[src/rtl/idxrd_pkg.sv]
`timescale 1ns / 1ps
`default_nettype none

package idxrd_pkg;

    // Number of digit positions produced for every index, clamped to 1..64.
    localparam int NUM_DIGITS = 8;
    localparam int RUN_LEN    = (NUM_DIGITS < 1) ? 1 : ((NUM_DIGITS > 64) ? 64 : NUM_DIGITS);

    localparam int IDX_W   = 31;
    localparam int RADIX_W = 8;
    localparam int POS_W   = 6;

    // The divider retires DIV_BITS quotient bits per cycle.
    localparam int DIV_BITS   = 4;
    localparam int DIV_STEPS  = (IDX_W + DIV_BITS - 1) / DIV_BITS;
    localparam int DIV_W      = DIV_STEPS * DIV_BITS;
    localparam int DIV_CNT_W  = (DIV_STEPS > 1) ? $clog2(DIV_STEPS) : 1;

    localparam logic [POS_W-1:0] LAST_POS = POS_W'(RUN_LEN - 1);

    localparam logic [RADIX_W-1:0] RADIX_RESET = RADIX_W'(2);
    localparam logic [RADIX_W-1:0] RADIX_MIN   = RADIX_W'(2);

    // Configuration register addresses.
    localparam int PADDR_W = 2;
    localparam logic [PADDR_W-1:0] ADDR_RADIX = PADDR_W'(0);

endpackage

`default_nettype wire

[src/rtl/index_to_radix_digits_core.sv]
`timescale 1ns / 1ps
`default_nettype none

// Splits a 31-bit index into NUM_DIGITS digits of the configured radix,
// least significant digit first.
// Command channel: an index is taken on a rising edge where start is high
// and busy is low. busy stays high until the last digit has been issued.
// Result channel: each digit appears for exactly one cycle with result_valid
// high, together with its position, last_digit on the final position and
// overflow_flag on that final position when the index did not fit.
// The receiver cannot stall the block; results are simply issued.
// Operation: every digit costs one pass through the shared divider, which
// retires four quotient bits per cycle; each new pass divides the quotient
// of the previous one, and a new index is accepted only after busy has
// dropped with the last digit.
// Configuration: one APB register at address 0 holds the radix (reset 2);
// values 0 and 1 act as 2. Write it only while busy is low.
// Reset returns the block to idle with no result pending.
module index_to_radix_digits_core
(
    input  wire logic                                clk,
    input  wire logic                                rst_n,
    input  wire logic                                start,
    output logic                                     busy,
    input  wire logic [idxrd_pkg::IDX_W-1:0]         index_value,
    output logic                                     result_valid,
    output logic [idxrd_pkg::RADIX_W-1:0]            digit_value,
    output logic [idxrd_pkg::POS_W-1:0]              digit_position,
    output logic                                     last_digit,
    output logic                                     overflow_flag,
    input  wire logic                                psel,
    input  wire logic                                penable,
    input  wire logic                                pwrite,
    input  wire logic [idxrd_pkg::PADDR_W-1:0]       paddr,
    input  wire logic [31:0]                         pwdata,
    output logic [31:0]                              prdata,
    output logic                                     pready
);

    localparam logic ST_IDLE = 1'b0;
    localparam logic ST_RUN  = 1'b1;

    logic                               state_reg;
    logic                               state_next;
    logic [idxrd_pkg::RADIX_W-1:0]      radix_reg;
    logic [idxrd_pkg::RADIX_W-1:0]      radix_next;
    logic [idxrd_pkg::POS_W-1:0]        pos_reg;
    logic [idxrd_pkg::POS_W-1:0]        pos_next;
    logic                               valid_reg;
    logic                               valid_next;
    logic [idxrd_pkg::RADIX_W-1:0]      digit_reg;
    logic [idxrd_pkg::POS_W-1:0]        dpos_reg;
    logic                               last_reg;
    logic                               ovf_reg;
    logic                               accept;
    logic                               is_last;
    logic                               div_start;
    logic [idxrd_pkg::DIV_W-1:0]        div_dividend;
    logic [idxrd_pkg::RADIX_W-1:0]      div_divisor;
    logic                               div_done;
    logic [idxrd_pkg::DIV_W-1:0]        div_quotient;
    logic [idxrd_pkg::RADIX_W-1:0]      div_remainder;
    logic                               cfg_write;

    assign busy    = (state_reg != ST_IDLE);
    assign accept  = start && !busy;
    assign is_last = (pos_reg == idxrd_pkg::LAST_POS);

    assign div_divisor = (radix_reg < idxrd_pkg::RADIX_MIN) ? idxrd_pkg::RADIX_MIN : radix_reg;
    assign div_start   = accept || ((state_reg == ST_RUN) && div_done && !is_last);
    assign div_dividend = accept
        ? idxrd_pkg::DIV_W'(index_value)
        : div_quotient;

    idxrd_divider u_divider
    (
        .clk           (clk),
        .rst_n         (rst_n),
        .div_start     (div_start),
        .div_dividend  (div_dividend),
        .div_divisor   (div_divisor),
        .div_done      (div_done),
        .div_quotient  (div_quotient),
        .div_remainder (div_remainder)
    );

    always_comb
    begin
        state_next = state_reg;
        pos_next   = pos_reg;
        valid_next = 1'b0;
        unique case (state_reg)
            ST_IDLE:
            begin
                if (accept)
                begin
                    state_next = ST_RUN;
                    pos_next   = '0;
                end
            end
            ST_RUN:
            begin
                if (div_done)
                begin
                    valid_next = 1'b1;
                    pos_next   = pos_reg + 1'b1;
                    if (is_last)
                    begin
                        state_next = ST_IDLE;
                        pos_next   = '0;
                    end
                end
            end
            default:
            begin
                state_next = ST_IDLE;
            end
        endcase
    end

    assign cfg_write  = psel && penable && pwrite && pready;
    assign radix_next = (cfg_write && (paddr == idxrd_pkg::ADDR_RADIX))
        ? pwdata[idxrd_pkg::RADIX_W-1:0]
        : radix_reg;

    always_ff @(posedge clk or negedge rst_n)
    begin
        if (!rst_n)
        begin
            state_reg <= ST_IDLE;
            pos_reg   <= '0;
            valid_reg <= 1'b0;
            radix_reg <= idxrd_pkg::RADIX_RESET;
        end
        else
        begin
            state_reg <= state_next;
            pos_reg   <= pos_next;
            valid_reg <= valid_next;
            radix_reg <= radix_next;
        end
    end

    // Result payload; the quotient left after the last digit is the overflow.
    always_ff @(posedge clk)
    begin
        if (valid_next)
        begin
            digit_reg <= div_remainder;
            dpos_reg  <= pos_reg;
            last_reg  <= is_last;
            ovf_reg   <= is_last && (div_quotient != '0);
        end
    end

    assign result_valid   = valid_reg;
    assign digit_value    = digit_reg;
    assign digit_position = dpos_reg;
    assign last_digit     = last_reg;
    assign overflow_flag  = ovf_reg;

    assign pready = 1'b1;
    assign prdata = (paddr == idxrd_pkg::ADDR_RADIX) ? {24'b0, radix_reg} : 32'b0;

endmodule

`default_nettype wire

[src/rtl/idxrd_divider.sv]
`timescale 1ns / 1ps
`default_nettype none

module idxrd_divider
(
    input  wire logic                                  clk,
    input  wire logic                                  rst_n,
    input  wire logic                                  div_start,
    input  wire logic [idxrd_pkg::DIV_W-1:0]           div_dividend,
    input  wire logic [idxrd_pkg::RADIX_W-1:0]         div_divisor,
    output logic                                       div_done,
    output logic [idxrd_pkg::DIV_W-1:0]                div_quotient,
    output logic [idxrd_pkg::RADIX_W-1:0]              div_remainder
);

    logic                                   run_reg;
    logic                                   run_next;
    logic                                   done_reg;
    logic                                   done_next;
    logic [idxrd_pkg::DIV_CNT_W-1:0]        cnt_reg;
    logic [idxrd_pkg::DIV_CNT_W-1:0]        cnt_next;
    logic [idxrd_pkg::DIV_W-1:0]            work_reg;
    logic [idxrd_pkg::DIV_W-1:0]            work_next;
    logic [idxrd_pkg::RADIX_W-1:0]          rem_reg;
    logic [idxrd_pkg::RADIX_W-1:0]          rem_next;
    logic [idxrd_pkg::RADIX_W-1:0]          divisor_reg;
    logic [idxrd_pkg::RADIX_W-1:0]          divisor_next;
    logic [idxrd_pkg::RADIX_W-1:0]          step_rem;
    logic [idxrd_pkg::DIV_BITS-1:0]         step_q;

    // Restoring division, several bits per cycle. The partial remainder stays
    // below the divisor, so one extra bit of headroom is enough.
    always_comb
    begin
        logic [idxrd_pkg::RADIX_W:0] r;
        r      = {1'b0, rem_reg};
        step_q = '0;
        for (int i = 0; i < idxrd_pkg::DIV_BITS; i++)
        begin
            r = {r[idxrd_pkg::RADIX_W-1:0], work_reg[idxrd_pkg::DIV_W-1-i]};
            if (r >= {1'b0, divisor_reg})
            begin
                r = r - {1'b0, divisor_reg};
                step_q[idxrd_pkg::DIV_BITS-1-i] = 1'b1;
            end
        end
        step_rem = r[idxrd_pkg::RADIX_W-1:0];
    end

    always_comb
    begin
        run_next     = run_reg;
        done_next    = 1'b0;
        cnt_next     = cnt_reg;
        work_next    = work_reg;
        rem_next     = rem_reg;
        divisor_next = divisor_reg;
        if (div_start)
        begin
            run_next     = 1'b1;
            cnt_next     = '0;
            work_next    = div_dividend;
            rem_next     = '0;
            divisor_next = div_divisor;
        end
        else if (run_reg)
        begin
            work_next = {work_reg[idxrd_pkg::DIV_W-idxrd_pkg::DIV_BITS-1:0], step_q};
            rem_next  = step_rem;
            cnt_next  = cnt_reg + 1'b1;
            if (cnt_reg == idxrd_pkg::DIV_CNT_W'(idxrd_pkg::DIV_STEPS - 1))
            begin
                run_next  = 1'b0;
                done_next = 1'b1;
            end
        end
    end

    always_ff @(posedge clk or negedge rst_n)
    begin
        if (!rst_n)
        begin
            run_reg  <= 1'b0;
            done_reg <= 1'b0;
            cnt_reg  <= '0;
        end
        else
        begin
            run_reg  <= run_next;
            done_reg <= done_next;
            cnt_reg  <= cnt_next;
        end
    end

    always_ff @(posedge clk)
    begin
        work_reg    <= work_next;
        rem_reg     <= rem_next;
        divisor_reg <= divisor_next;
    end

    assign div_done      = done_reg;
    assign div_quotient  = work_reg;
    assign div_remainder = rem_reg;

endmodule

`default_nettype wire

[config.mk]
export PLATFORM = sky130hd
export DESIGN_NAME = index_to_radix_digits_core
export DESIGN_NICKNAME = d
export VERILOG_FILES = /design/src/rtl/idxrd_pkg.sv /design/src/rtl/index_to_radix_digits_core.sv /design/src/rtl/idxrd_divider.sv
export SDC_FILE = /design/constraint.sdc
export NUM_CORES = 1
export LEC_CHECK = 0
export BUFFER_PORTS_ARGS = -buffer_cell sky130_fd_sc_hd__clkbuf_2
export CAP_MARGIN = 20
export CORE_MARGIN = 3
export CORE_UTILIZATION = 49
export CTS_CLUSTER_SIZE = 28
export DETAILED_ROUTE_END_ITERATION = 8
export PLACE_DENSITY = 0.77
export SLEW_MARGIN = 10
export SYNTH_ARGS = -nofsm -noshare
export SYNTH_HDL_FRONTEND = slang
export SYNTH_SLANG_ARGS = --single-unit
[constraint.sdc]
create_clock -name clk -period 7.9 [get_ports clk]
set_clock_uncertainty 0.15 [all_clocks]
set_input_delay 1.185 -clock clk [delete_from_list [all_inputs] [get_ports clk]]
set_output_delay 1.185 -clock clk [all_outputs]
set_load 0.03 [all_outputs]
# Yosys cells after proc, flatten, opt, wreduce, memory -nomap -nowiden
# Index checks and enable logic that the tools add are counted.
dict set report totals {
  input_bits 71
  ff_bits 85
  output_inout_bits 51
  elab_cells 76
}
dict set report classes {
  eq_ne 5
  magnitude_cmp 5
  n_reduce_logical 15
  add_sub_neg 6
  muxes 30
  bitwise_logic 1
}
# operator count
set ops {}
lappend ops {{$mux 32} 3}
lappend ops {{$mux 8} 5}
lappend ops {{$ge 9x8->1} 4}
lappend ops {{$reduce_bool 32->1} 1}
lappend ops {{$sub 8x8->8} 4}
lappend ops {{$mux 6} 3}
lappend ops {{$mux 1} 15}
lappend ops {{$pmux 6 s2} 1}
lappend ops {{$lt 8x2->1 const B} 1}
lappend ops {{$logic_and 1x1->1} 7}
lappend ops {{$add 6x1->6 const B} 1}
lappend ops {{$eq 6x3->1 const B} 1}
lappend ops {{$mux 3} 2}
lappend ops {{$ne 2x2->1 const B} 2}
lappend ops {{$reduce_and 2->1} 2}
lappend ops {{$add 3x1->3 const B} 1}
lappend ops {{$eq 3x3->1 const B} 1}
lappend ops {{$logic_not 1->1} 2}
lappend ops {{$logic_not 2->1} 1}
lappend ops {{$ne 2x1->1 const B} 1}
lappend ops {{$pmux 1 s2} 1}
lappend ops {{$reduce_bool 2->1} 1}
lappend ops {{$logic_or 1x1->1} 1}
lappend ops {{$not 1->1} 1}

# Longest topological paths before layout
dict set report depth {
  depth_word 10
  ltp_mapped 44
  mapped_depth_nobuf 40
}

# Hierarchy
# A second synthesis with hierarchy kept.
dict set report unflattened {
  cells_unflattened 521
  hier_area_um2 5845.6
}
# mod n_inst cells_each area_per_inst_um2
set modules_own_cells {}
lappend modules_own_cells {idxrd_divider 1 354 3898.7}
lappend modules_own_cells {index_to_radix_digits_core 1 167 1946.9}

# Worst setup path after synthesis
# OpenSTA, ideal clock, no wires.
dict set report synth_timing {
  kind {reg-to-reg}
  startpoint {register u_divider.divisor_reg[3] in the netlist's numbering}
  endpoint {register u_divider.rem_reg, in the netlist u_divider.div_remainder[0]}
  slack_ns -0.488
  path_stages_with_launch 45
  n_path_buf 4
  t_required_ns 7.680
  arrival_ns 8.168
  path_cell_list {edfxtp_1 inv_1 ha_1 a21o_1 a21oi_2 o21ai_1 a41oi_2 clkbuf_1 nor2_1 a21oi_1 inv_1 ha_1 a21o_1 a41o_1 o41a_1 nand2_1 and3b_1 buf_2 (+9 left out) o21a_1 o21ai_0 nand2b_1 buf_2 mux2i_1 ha_1 nor2b_1 o21ai_0 a21boi_0 o21ai_0 nand2b_1 a21o_1 a21o_1 a41o_1 a221oi_2 buf_6 mux2_1 a21oi_1}
}
dict set report synth_via {
  elab_chain_cells 8
  elab_cells_between_ends 11
  classes_between {add/sub (3); order compare (4); mux (4)}
}
# item line_no
set synth_lines {}
lappend synth_lines {{start: declaration} idxrd_divider.sv:26} ;# logic [idxrd_pkg::RADIX_W-1:0] divisor_reg;
lappend synth_lines {{start signal: assignment} idxrd_divider.sv:99} ;# divisor_reg <= divisor_next;
lappend synth_lines {{$sub 8x8->8 / $ge 9x8->1 (equally long branches)} {idxrd_divider.sv:43, idxrd_divider.sv:41}}
lappend synth_lines {{$mux 8} idxrd_divider.sv:41} ;# if (r >= {1'b0, divisor_reg})
lappend synth_lines {{$sub 8x8->8 / $ge 9x8->1 (equally long branches)} {idxrd_divider.sv:43, idxrd_divider.sv:41}}
lappend synth_lines {{$mux 8} idxrd_divider.sv:41}
lappend synth_lines {{$sub 8x8->8 / $ge 9x8->1 (equally long branches)} {idxrd_divider.sv:43, idxrd_divider.sv:41}}
lappend synth_lines {{$mux 8} idxrd_divider.sv:41}
lappend synth_lines {{$ge 9x8->1 *} idxrd_divider.sv:41}
lappend synth_lines {{$mux 8 *} idxrd_divider.sv:41}
lappend synth_lines {{end signal: assignment} idxrd_divider.sv:98} ;# rem_reg <= rem_next;
lappend synth_lines {{end: declaration} idxrd_divider.sv:24} ;# logic [idxrd_pkg::RADIX_W-1:0] rem_reg;
# Mark *: on every way between the ends. The rest lies on a longest branch, timed or not.
# A chain may end at the register's enable or synchronous reset.

# Worst setup path after layout
dict set report layout_timing {
  startpoint {register u_divider.divisor_reg[0] in the netlist's numbering}
  endpoint {register u_divider.rem_reg, in the netlist u_divider.div_remainder[3]}
}
dict set report layout_via {
  elab_chain_cells 8
  elab_cells_between_ends 12
  classes_between {add/sub (4); order compare (4); mux (4)}
}
# item line_no
set layout_lines {}
lappend layout_lines {{$sub 8x8->8 / $ge 9x8->1 (equally long branches)} {idxrd_divider.sv:43, idxrd_divider.sv:41}}
lappend layout_lines {{$mux 8} idxrd_divider.sv:41}
lappend layout_lines {{$sub 8x8->8 / $ge 9x8->1 (equally long branches)} {idxrd_divider.sv:43, idxrd_divider.sv:41}}
lappend layout_lines {{$mux 8} idxrd_divider.sv:41}
lappend layout_lines {{$sub 8x8->8 / $ge 9x8->1 (equally long branches)} {idxrd_divider.sv:43, idxrd_divider.sv:41}}
lappend layout_lines {{$mux 8} idxrd_divider.sv:41}
lappend layout_lines {{$sub 8x8->8 / $ge 9x8->1 (equally long branches)} {idxrd_divider.sv:43, idxrd_divider.sv:41}}
lappend layout_lines {{$mux 8 *} idxrd_divider.sv:41}
# Marks and branches as above.

==> impl_results.md <==
- Max-cap violations: 0
- NumNets Final: 763
- Post-synth EDFFs: 56
- Largest net degree at the start of global routing: 46
- Largest family of logic cells by synthesized area: simple AND/OR/NAND/NOR gates
- Final Hold Fails: 0
- H-Tree Depth: 3
- Max incr delay on CP: 460 ps
- Initial DRC count: 295
- Total track usage: 20.9%
- Diode count: 0
- Post-Synthesis Cell Area: 5210 sq um
- Mean routed wirelength per cell: 15.6 um
- Most used DFF post-synth: edfxtp_1
- Worst hold path class: reg2reg
- Via count: 4198
- Post-synth top cells: 105 x nand2_1, 56 x edfxtp_1, 35 x ha_1
- Most common cell in the netlist: nand2_1
- Final routed DRC violation total: 0
- Crit Path Max Fanout: 7
- Die area: 11900 sq um
- Worst path required time: 7990 ps
- Post-synthesis compound-gate area fraction: 10.6%
- Rows: 37
- Critical Path End Type: register
- Post-synth top area share: 32.3%
- Synth Warn #: 0
- #FFs+latches synth: 85
- Max-slew headroom: 45.3%
- Initial antenna violation count: 0
- Syn Area/Cell: 9.85 sq um
- Count of input and output buffers: 72
- Final min period: 7660 ps
- Final setup fails: 0
- Synth top area cells: edfxtp_1 32%, dfrtp_1 9.6%, ha_1 8.4%
- Max Buffers Root-to-Sink: 2
- Status: finished clean
- Clock sinks: 85
- Number of flip-flops in the largest register: 32
- Root buf cell: clkbuf_8
- Share of layout cells above drive strength 1: 31.6%
- Post-Synth Adder-Cell Area: 9.94%
- Post-synthesis xor/xnor area fraction: 3.03%
- Core Area: 10300 sq um
- Simple-gate share of the synthesized area: 17.2%
- Remaining antenna violation count: 0
- Die Y: 109 um
- Cts bufs inserted: 9
- Peak Freq: 0.131 GHz
- Aggregate routed wire length: 12.3 mm
- Via density: 5.29
- Seq/Total Area, Yosys: 45.5%
- CP dominant cell by count: o21ai_2
- Clk_lat worst skew: 360 ps
- Fraction of registers with async set/reset: 24.7%
- Slew @ Worst Pin: 815 ps
- Multiplexer share of the synthesized area: 6.53%
- First-pass GRT wire length: 19.3 mm
- Crit Path Class: reg2reg
- Util after Layout: 62.6%
- Synth cell types: 55
- Period Utilization, post-route: 97.0%
- I/O pin total: 122
- Slew Viols, Final: 0
- Synth area leader: edfxtp_1
- Dpl hpwl: 9.18 mm
- Placer Congestion: 0.891
- Die X: 109 um
- Crit path arrival time: 7750 ps
- Slowest cell on crit path: edfxtp_1
- Synthesized instance count: 529
- Element type at the critical path start: register
- Initial core utilization: 50.5%
- Vias in the first global route: 4024
- Clock edge transition at the registers on the reported setup and hold paths: 90 ps
- GRT Residual Overflow: 0
- Synthesis-to-layout area growth: 23.9%
- Detailed Routing Iterations Pass 1: 4
- CTS tree: yes
## final cells by class
cell class                 count  area (sq um)
inverter                      26          97.6
clock inverter                 5          51.3
multi-input combinational    396          2800
timing repair buffer         135           845
fill                         800          3860
tap                          136           170
sequential                    85          2370
clock buffer                  11           131
## worst max-delay path: cells and delay by family (launching register included)
kind	cells	cell delay (ps)
and+or+nand+nor	7	840
adders and majority gates	4	1040
buffers and inverters	7	970
DFF	1	460
muxes	2	580
AOI/OAI and AO/OA	21	3460
## placed cells by master (no fill, tap or decap), types with 4 or more instances in the layout
cell type and instances:
a21o_1 8, a21oi_1 13, a21oi_2 6, and2_1 9
and3_1 4, buf_4 60, clkbuf_2 72, clkbuf_8 9
conb_1 25, dfrtp_1 20, dfxtp_1 8, edfxtp_1 56
ha_1 27, ha_4 8, inv_1 22, mux2_2 16
mux2_4 4, mux2i_1 6, nand2_1 105, nand2b_1 8
nand3_1 7, nand4_1 10, nor2_1 28, nor2b_1 5
nor4_1 9, o21a_1 4, o21ai_0 23, o21ai_1 4
o21ai_2 6, xnor2_1 13, xor2_1 5
## layer usage
layer	track usage [%]	vias to the layer above	share of wire, %
met2	34.1	129	51
met3	3.97	20	5.2
met5	0	-	0
met4	7.84	0	1.7
li1	-	2052	-
met1	27.7	1997	42
## final timing paths
kind,startpoint,to,slack [ps],depth (start not counted)
max,u_divider.divisor_reg[0],u_divider.div_remainder[3],240,41
min,u_divider.div_remainder[7],digit_value[7],350,0
max reg2reg,u_divider.divisor_reg[0],u_divider.div_remainder[3],240,41
min reg2reg,u_divider.div_remainder[7],digit_value[7],350,0
max in group asynchronous,rst_n,radix_reg[1],6590,1
min in group asynchronous,rst_n,busy,640,1
## cells by family after synthesis
group                      count (synthesis)
AOI/OAI and AO/OA                         86
xor gates and xnor gates                  18
muxes                                     31
DFF                                       85
adders and majority gates                 39
and+or+nand+nor                          197
other                                      2
buffers and inverters                     71
## repair_timing
item,CTS,global route
hold buffers,0,0
gates resized for setup,12,40
setup buffers,5,6
setup endpoints to repair,9,9
pin swaps,8,29
endpoints found under the hold margin,0,0
gates cloned,0,0
## per-stage QoR
stage	cells	area, sq um	setup WS (ps)	setup TNS, ps	hold WS [ps]
after detailed placement	767	5960	-191	-838	319
after floorplan	552	5320	36.9	0	276
after global placement	767	5960	-45.7	-45.7	313
final	794	6460	239	0	348
after global routing	794	6460	-79.7	-512	377
after CTS	788	6230	9.89	0	340
Power is not shown: default switching activity piles up to over one toggle a cycle in this logic, so the estimate is an artifact.
